--- src/sv/rmth_pkg.sv ---
package rmth_pkg;

   // operation issued by the controller to the heap datapath
   typedef enum logic [1:0] {
      OP_NONE = 2'd0,
      OP_PUSH = 2'd1,
      OP_POP  = 2'd2
   } heap_op_type;

   // command from controller to datapath
   typedef struct packed {
      logic        start;
      heap_op_type op;
      logic        sel_high;   // 1: high (min) heap, 0: low (max) heap
      logic        use_sample; // push value: 1 sample, 0 last popped value
      logic        load_sample;
   } cmd_type;

   // status from datapath to controller
   typedef struct packed {
      logic busy;
      logic done;
   } status_type;

endpackage

--- src/sv/rmth_ctrl.sv ---
module rmth_ctrl #(
   parameter int CAPACITY   = 1024,
   parameter int VALUE_BITS = 32,
   parameter int SIZE_BITS  = 10
) (
   input  logic                  clock,
   input  logic                  reset,
   input  logic                  req_valid,
   output logic                  req_stall,
   output logic                  rsp_valid,
   input  logic                  rsp_stall,
   output logic [31:0]           rsp_median,
   output logic [10:0]           rsp_count,
   output logic                  rsp_dropped,
   output rmth_pkg::cmd_type     cmd,
   input  rmth_pkg::status_type  status,
   input  logic [SIZE_BITS-1:0]  low_size,
   input  logic [SIZE_BITS-1:0]  high_size,
   input  logic [VALUE_BITS-1:0] low_top,
   input  logic [VALUE_BITS-1:0] high_top,
   input  logic [VALUE_BITS-1:0] sample_key
);

   typedef enum logic [3:0] {
      C_IDLE, C_FIRST, C_PICK, C_WAIT1, C_BAL, C_WAIT2, C_BAL2, C_WAIT3,
      C_ORD, C_OWAIT1, C_OWAIT2, C_OWAIT3, C_OWAIT4, C_RESULT
   } ctrl_state_type;

   localparam int CB = SIZE_BITS + 1;

   ctrl_state_type        state_ff;
   logic                  order_ff;
   logic                  rsp_valid_ff;
   logic [31:0]           med_ff;
   logic [10:0]           cnt_ff;
   logic                  drop_ff;
   rmth_pkg::cmd_type     cmd_ff;
   logic [CB-1:0]         total;
   logic [VALUE_BITS-1:0] med_key, med_val;
   logic                  accept;
   logic                  full;

   assign total  = CB'(low_size) + CB'(high_size);
   assign full   = (32'(total) >= 32'(CAPACITY));
   assign accept = req_valid && !req_stall;
   assign req_stall = (state_ff != C_IDLE) || rsp_valid_ff;
   assign med_key = (high_size > low_size) ? high_top : low_top;
   assign med_val = {~med_key[VALUE_BITS-1], med_key[VALUE_BITS-2:0]};

   function automatic rmth_pkg::cmd_type mk(input rmth_pkg::heap_op_type op,
                                            input logic hi, input logic smp);
      rmth_pkg::cmd_type c;
      c = '0;
      c.start = 1'b1; c.op = op; c.sel_high = hi; c.use_sample = smp;
      mk = c;
   endfunction

   // sequence heap operations per beat, then present the result
   always_ff @(posedge clock) begin
      if (reset) begin
         state_ff     <= C_IDLE;
         rsp_valid_ff <= 1'b0;
         cmd_ff       <= '0;
         order_ff     <= 1'b0;
      end else begin
         // raise the result, hold it until the beat is taken
         if (state_ff == C_RESULT) rsp_valid_ff <= 1'b1;
         else if (!rsp_stall)      rsp_valid_ff <= 1'b0;
         case (state_ff)
            C_IDLE: begin
               cmd_ff <= '0;
               if (accept) state_ff <= C_FIRST;
            end
            C_FIRST: begin
               drop_ff <= full;
               if (full) begin
                  cmd_ff   <= '0;
                  state_ff <= C_RESULT;
               end else if (low_size == '0) begin
                  cmd_ff   <= mk(rmth_pkg::OP_PUSH, 1'b0, 1'b1);
                  order_ff <= (high_size != '0);
                  state_ff <= C_WAIT1;
               end else if (high_size == '0) begin
                  cmd_ff   <= mk(rmth_pkg::OP_PUSH, 1'b1, 1'b1);
                  order_ff <= 1'b1;
                  state_ff <= C_WAIT1;
               end else begin
                  cmd_ff   <= mk(rmth_pkg::OP_PUSH, sample_key > high_top, 1'b1);
                  order_ff <= 1'b0;
                  state_ff <= C_WAIT1;
               end
            end
            C_WAIT1: begin
               cmd_ff <= '0;
               if (status.done) state_ff <= order_ff ? C_ORD : C_BAL;
            end
            C_BAL: begin
               if (CB'(low_size) > CB'(high_size) + 1'b1) begin
                  cmd_ff   <= mk(rmth_pkg::OP_POP, 1'b0, 1'b0);
                  order_ff <= 1'b0;
                  state_ff <= C_WAIT2;
               end else if (CB'(high_size) > CB'(low_size) + 1'b1) begin
                  cmd_ff   <= mk(rmth_pkg::OP_POP, 1'b1, 1'b0);
                  order_ff <= 1'b1;
                  state_ff <= C_WAIT2;
               end else begin
                  cmd_ff   <= '0;
                  state_ff <= C_RESULT;
               end
            end
            C_WAIT2: begin
               if (status.done) begin
                  cmd_ff   <= mk(rmth_pkg::OP_PUSH, !order_ff, 1'b0);
                  state_ff <= C_WAIT3;
               end else begin
                  cmd_ff <= '0;
               end
            end
            C_WAIT3: begin
               cmd_ff <= '0;
               if (status.done) state_ff <= C_RESULT;
            end
            // order tops: pop low, push to high, pop high, push to low
            C_ORD: begin
               if (low_top < high_top) begin
                  cmd_ff   <= '0;
                  state_ff <= C_RESULT;
               end else begin
                  cmd_ff   <= mk(rmth_pkg::OP_POP, 1'b0, 1'b0);
                  state_ff <= C_OWAIT1;
               end
            end
            C_OWAIT1: begin
               if (status.done) begin
                  cmd_ff   <= mk(rmth_pkg::OP_PUSH, 1'b1, 1'b0);
                  state_ff <= C_OWAIT2;
               end else begin
                  cmd_ff <= '0;
               end
            end
            C_OWAIT2: begin
               if (status.done) begin
                  cmd_ff   <= mk(rmth_pkg::OP_POP, 1'b1, 1'b0);
                  state_ff <= C_OWAIT3;
               end else begin
                  cmd_ff <= '0;
               end
            end
            C_OWAIT3: begin
               if (status.done) begin
                  cmd_ff   <= mk(rmth_pkg::OP_PUSH, 1'b0, 1'b0);
                  state_ff <= C_OWAIT4;
               end else begin
                  cmd_ff <= '0;
               end
            end
            C_OWAIT4: begin
               cmd_ff <= '0;
               if (status.done) state_ff <= C_RESULT;
            end
            C_RESULT: begin
               cmd_ff   <= '0;
               med_ff   <= 32'($signed(med_val));
               cnt_ff   <= 11'(total);
               state_ff <= C_IDLE;
            end
            default: begin
               cmd_ff   <= '0;
               state_ff <= C_IDLE;
            end
         endcase
      end
   end

   // capture the sample key at the accepting edge
   always_comb begin
      cmd = cmd_ff;
      cmd.load_sample = accept;
   end

   assign rsp_valid   = rsp_valid_ff;
   assign rsp_median  = med_ff;
   assign rsp_count   = cnt_ff;
   assign rsp_dropped = drop_ff;

endmodule

--- config.mk ---
export PLATFORM = sky130hd
export DESIGN_NAME = rmth_ctrl
export DESIGN_NICKNAME = d
export VERILOG_FILES = /design/src/sv/rmth_pkg.sv /design/src/sv/rmth_ctrl.sv
export SDC_FILE = /design/constraint.sdc
export NUM_CORES = 1
export LEC_CHECK = 0
export BUFFER_PORTS_ARGS = -buffer_cell sky130_fd_sc_hd__buf_2
export CAP_MARGIN = 20
export CORE_UTILIZATION = 40
export CTS_CLUSTER_DIAMETER = 60
export CTS_CLUSTER_SIZE = 16
export DETAILED_ROUTE_END_ITERATION = 7
export PLACE_DENSITY = 0.61
export SETUP_SLACK_MARGIN = 0.05
export SLEW_MARGIN = 20
export SYNTH_ARGS = -nofsm -noshare
export SYNTH_HDL_FRONTEND = slang
export SYNTH_SLANG_ARGS = --single-unit
--- constraint.sdc ---
create_clock -name clock -period 5.2 [get_ports clock]
set_clock_uncertainty 0.2 [all_clocks]
set_input_delay 0.78 -clock clock [delete_from_list [all_inputs] [get_ports clock]]
set_output_delay 0.78 -clock clock [all_outputs]
set_load 0.1 [all_outputs]
== Word level (Yosys, flattened, before mapping) ==
Cells that the tools add are included.
Storage, ports and cells
  input port bits: 122
  register bits: 55
  logic and storage cells: 90
  output and inout port bits: 52
Operators by class
  reduce and logical (&&, ||, !) cells: 15
  add/sub/neg operators: 3
  order comparisons: 6
  bitwise gates (word level): 2
  eq/ne operators: 21
  mux-type cells: 33
Operators with widths (number)
  6-bit 2-to-1 mux: 8
  4-bit 2-to-1 mux: 11
  6-bit one-hot mux with 7 select lines: 1
  4-bit one-hot mux with 10 select lines: 1
  32-bit > comparator: 1
  32-bit less-than comparator: 1
  32-bit 2-to-1 mux: 1
  4-bit == test (second input constant): 6
  10-bit by 1-bit adder with 11-bit output (second input constant): 2
  10-bit by 11-bit > comparator with 1-bit output: 2
  10-bit logical NOT: 2
  2-bit inequality test (second input constant): 7
  4-bit by 3-bit == test with 1-bit output (second input constant): 3
  10-bit by 10-bit adder with 11-bit output: 1
  11-bit greater-or-equal comparator (second input constant): 1
  10-bit > comparator: 1
  10-bit nonzero test: 1
  3-bit 2-to-1 mux: 3
  1-bit 2-to-1 mux: 7
  7-bit AND reduction: 1
  4-bit by 1-bit == test with 1-bit output (second input constant): 1
  4-bit by 2-bit == test with 1-bit output (second input constant): 1
  4-bit logical NOT: 1
  2-bit by 1-bit inequality test with 1-bit output (second input constant): 2
  other kinds (11): 14

== Depth between registers and ports, before layout ==
  depth in word-level cells: 6
  depth in mapped cells: 12

== Worst setup path after synthesis ==
Ideal clock, no wire load.
  path kind: input -> register
  from: in reset
  to: reg cnt_ff[0] (netlist: rsp_count[0]) (enable)
  setup time: 0.498 ns
  setup slack: 0.500 ns
  arrival time: 4.001 ns
  buffers on the path: 1
  stages on the path: 2
  cells stage by stage: clkbuf_1 nor3_1
On the way
  cells in the longest elaborated chain, start to end: 2
RTL lines
  start: declaration: line rmth_ctrl.sv:7  | input logic reset,
  1-bit inverter (no source line)
  2-bit AND reduction (no source line)
  end signal: assignment: line rmth_ctrl.sv:164  | cnt_ff <= 11'(total);
  end: declaration: line rmth_ctrl.sv:35  | logic [10:0] cnt_ff;
Every way passes these cells.
A chain may end at the register's enable or synchronous reset.

== Worst setup path in the final report ==
  from: in high_size[1]
  to: reg cmd_ff (netlist bit cmd[4])
On the way
  cells in the longest elaborated chain, start to end: 4
RTL lines
  start: declaration: line rmth_ctrl.sv:18  | input logic [SIZE_BITS-1:0] high_size,
  10-bit by 1-bit adder with 11-bit output or 10-bit by 11-bit > comparator with 1-bit output (tied branches): line rmth_ctrl.sv:98, rmth_ctrl.sv:102
  10-bit by 11-bit > comparator with 1-bit output or 6-bit 2-to-1 mux (tied branches): line rmth_ctrl.sv:98, rmth_ctrl.sv:102
  6-bit 2-to-1 mux (*): line rmth_ctrl.sv:98  | if (CB'(low_size) > CB'(high_size) + 1'b1) begin
  6-bit one-hot mux with 7 select lines (*): line rmth_ctrl.sv:69  | case (state_ff)
  end signal: assignment: line rmth_ctrl.sv:80  | cmd_ff <= mk(rmth_pkg::OP_PUSH, 1'b0, 1'b1);
  end signal: assignment: line rmth_ctrl.sv:99  | cmd_ff <= mk(rmth_pkg::OP_POP, 1'b0, 1'b0);
  end signal: assignment: line rmth_ctrl.sv:103  | cmd_ff <= mk(rmth_pkg::OP_POP, 1'b1, 1'b0);
  end: declaration: line rmth_ctrl.sv:37  | rmth_pkg::cmd_type cmd_ff;
Mark *: on every way between the ends. The rest lies on a longest branch, timed or not.

==> key figures <==
Finish
  • Non-Filler Instances: ~920
  • Final net count: slightly below 1k
  • Fillers: 1,279
  • Final Cell Area: about 0.0066 mm2
  • # diodes: 0
  • Syn-to-layout area delta: 21.36%
  • Share of cells above drive strength 1: 0.3034

Clock tree
  • Clock Latency Late Sink: about 0.29 ns
  • TritonCTS buffer count: 5
  • CTS root buf: clkbuf_16
  • Setup bufs post-CTS: 0
  • Post_cts resized: 0
  • CTS clk-pin slew, worst paths: 0.08 ns
  • Post-CTS Hold Buffers: 0
  • TritonCTS clock tree: built
  • CTS Sinks: 55
  • H-tree depth: 2
  • Clock buffer depth: 2

Critical path
  • Required time of the critical path: 5.16 ns
  • Arr. time, crit path: 3.42 ns
  • Worst path bufs/invs: 1
  • Largest fanout on the critical path: 7
  • Worst path top cell family by delay: compound AO/OA/AOI/OAI gates
  • Worst setup SP type: input port
  • Slowest cell on crit path: or3b_1
  • Crit path cell chain: buf_2 -> ha_1 -> nand3_1 -> nor2_1 -> xnor2_1 -> ha_1 -> a21o_1 -> a21oi_1 -> or3b_1 -> o221a_2 -> o21ai_0 -> o21ai_0
  • Worst setup EP type: flip-flop
  • Crit-path max cell delay: 0.39 ns
  • Crit Path Class: input port to flip-flop

Global route
  • Global-route wire length before repair: 23,780 um
  • Initial antenna violation count: 0
  • GR Util All Layers: 0.2087
  • Pin count of the biggest net entering global routing: 33
  • Total gr overflow: 0
  • Vias in the first global route: roughly 4.9k

STA
  • Setup TNS: 0 ns
  • Relative slew slack: 0.5262
  • Tcrit/Tclk final: 0.6640
  • RSZ-0062 raised after global routing: false
  • Final setup fails: 0
  • Hold WS: slightly below 0.3 ns
  • Measured slew at the worst slew-check pin: 0.7084 ns
  • Min Tclk post-route: approximately 3.5 ns
  • Maximum clock rate: just under 300 MHz
  • Fin. Hold Viols: 0
  • Fin. max-slew vios: 0

Yosys
  • EDFF count, synth: 44
  • Syn Area/Cell: between 9 and 10 um2
  • Post-Synthesis Cells: 576
  • Seq cells post-synth: 55
  • Sequential area share after synthesis: 0.2827
  • Mapped Nets: 805
  • Async SR Flop Fraction: 0
  • Prevailing post-synth register cell: edfxtp_1
  • Synth Cell Area: 0.005453 mm2
  • Yosys Warn Count: 0
  • Netlist cell types: 64

Pwr
  • Worst VDD drop: between 0.15 and 0.2 mV
  • Leakage power: ~3.1 nW
  • P per Cell Area: around 260 mW/mm2

Placement
  • Placed Area: 0.006452 mm2
  • DP Wirelength: 12,230 um
  • Placer Congestion: just under 0.9
  • Port bufs: between 150 and 200
  • Dpl cells: a little over 900

Routing
  • Initial DRC Count: ~320
  • Post-route ant nets: 0
  • DR vias: between 5k and 6k
  • Pre-antenna DRT Iters: 5
  • Avg Vias per Cell: ~5.5
  • WL/cell: between 15 and 20 um
  • Final wirelength: around 15,000 um
  • Drt drc: 0

Floorplanning
  • Core area: between 0.01 and 0.015 mm2
  • Row count: 42
  • Initial Utilization: 0.4118
  • Height of the die: between 100 and 150 um
  • Die Wd: between 100 and 150 um
  • Ports: roughly 170
  • Total die area: between 0.01 and 0.015 mm2

Min path
  • Hold Crit Class: flip-flop to flip-flop

Run
  • Max-cap violation count: 0

Run status
  • Status: completed
-- final cells by class --
class                           count  area (um2)  area share
Multi-Input combinational cell    448        3583      0.5415
Sequential cell                    55        1541      0.2329
Timing Repair Buffer              174       888.4      0.1342
Inverter                           60       225.2     0.03403
Tap cell                          176       220.2     0.03328
Clock buffer                        7       152.6     0.02307
Clock inverter                      1       6.256   0.0009454
-- per-layer routing --
metal / wire [um] / GRT usage / part of all wire
met1: 6650 / 0.2665 / 0.45
met2: 7086 / 0.3670 / 0.48
met3: 788 / 0.02606 / 0.053
met4: 240 / 0.05854 / 0.016
met5: 0 / 0 / 0
-- placed cells by master (no fill, tap or decap), types with 2 or more instances in the layout --
| cell | Yosys | layout |
|---|---|---|
| nand3b_1 | 4 | 4 |
| dfxtp_1 | 11 | 11 |
| o211ai_1 | 2 | 2 |
| a22oi_1 | 2 | 2 |
| xnor2_1 | 19 | 19 |
| a21o_1 | 4 | 4 |
| o221ai_1 | 3 | 3 |
| a2111o_1 | 2 | 2 |
| nand3_1 | 25 | 25 |
| mux2_2 | 30 | 30 |
| nor2b_1 | 5 | 5 |
| edfxtp_1 | 44 | 44 |
| a21o_2 | 2 | 2 |
| nor3_1 | 17 | 16 |
| and3_1 | 3 | 3 |
| nor4_1 | 7 | 7 |
| a31oi_1 | 4 | 4 |
| xor2_1 | 6 | 6 |
| clkbuf_16 | 0 | 5 |
| a211oi_1 | 8 | 8 |
| nor2_1 | 27 | 27 |
| clkbuf_8 | 3 | 2 |
| o21bai_1 | 4 | 4 |
| inv_1 | 60 | 60 |
| o21ai_0 | 18 | 18 |
| a221oi_1 | 2 | 2 |
| o21a_1 | 2 | 2 |
| nand2_1 | 39 | 39 |
| a21oi_1 | 48 | 48 |
| o311a_1 | 2 | 2 |
| a32oi_1 | 2 | 2 |
| mux2i_1 | 2 | 2 |
| buf_2 | 1 | 172 |
| o311ai_0 | 3 | 3 |
| nand4_1 | 18 | 18 |
| ha_1 | 106 | 106 |
| nand2b_1 | 7 | 7 |
-- flip-flops by register name, summed over array words and instances (netlist names) --
signal       flops
cmd              5
order_ff         1
rsp_count       11
rsp_dropped      1
rsp_median      32
rsp_valid        1
state_ff         4
-- worst paths after layout --
check,startpoint,endpoint,slack (ns),depth (start not counted)
min reg2reg,rsp_valid$_SDFFE_PP0P_,rsp_valid$_SDFFE_PP0P_,0.29,2
max reg2reg,state_ff[0]$_SDFFE_PP0P_,rsp_count[5]$_DFFE_PP_,2.70,3
max,high_size[1],cmd[4]$_SDFF_PP0_,1.75,12
min,rsp_valid$_SDFFE_PP0P_,rsp_valid$_SDFFE_PP0P_,0.29,2
-- cells in the mapped netlist, types with 2 or more instances --
cell        n  area [um2]
dfxtp_1    11       220.2
o21ai_0    18       90.09
a21oi_1    48       240.2
nand2b_1    7       43.79
xnor2_1    19       166.4
nor4_1      7       43.79
inv_1      60       225.2
o21bai_1    4       30.03
nand3b_1    4       30.03
mux2i_1     2       20.02
nand2_1    39       146.4
xor2_1      6       52.55
a31oi_1     4       25.02
buf_6       4       45.04
nor3_1     17       85.08
and3_1      3       18.77
o311a_1     2       20.02
edfxtp_1   44        1321
mux2_2     30       337.8
a211oi_1    8       60.06
nand3_1    25       125.1
o311ai_0    3       26.28
nor2_1     27       101.4
ha_1      106        1326
nand4_1    18       112.6
clkbuf_8    3       41.29
o211ai_1    2       15.01
nor2b_1     5       31.28
a22oi_1     2       15.01
o21a_1      2       15.01
a2111o_1    2       22.52
a21o_2      2       17.52
a221oi_1    2       17.52
o221ai_1    3       26.28
clkbuf_1    4       15.01
a21o_1      4       30.03
a32oi_1     2       17.52
-- through the flow --
stage / utilization / power [W] / setup WS (ns)
4_1_cts: 0.4992 / 0.001739 / 1.747
3_3_place_gp: 0.4872 / 0.001349 / 1.546
2_1_floorplan: - / 0.001205 / 0.5004
5_1_grt: 0.4997 / 0.001835 / 1.584
6_report: 0.4997 / 0.001735 / 1.747
3_5_place_dp: 0.4872 / 0.001370 / 1.436
-- worst reg2reg max path: cells and delay by family, from the launching register on --
family	cells	cell delay [ns]
flops	1	0.64
buf+inv	1	0.29
simple gates	2	1.02
-- kinds of logic (layout without fill, tap and decap cells) --
group           after synthesis  after routing  synth area share
buf+inv                      73            242           0.06218
flops                        55             55            0.2827
compound gates              121            121            0.1482
mux                          33             33           0.06769
simple gates                162            162            0.1521
fa+ha+maj                   107            107            0.2469
xor+xnor                     25             25           0.04016
-- power breakdown --
group,internal [W],switching (W)
Sequential,0.000513,0.0000651
Combinational,0.000280,0.000512
Clock,0.000206,0.000159
(Power assumes the default switching activity.)
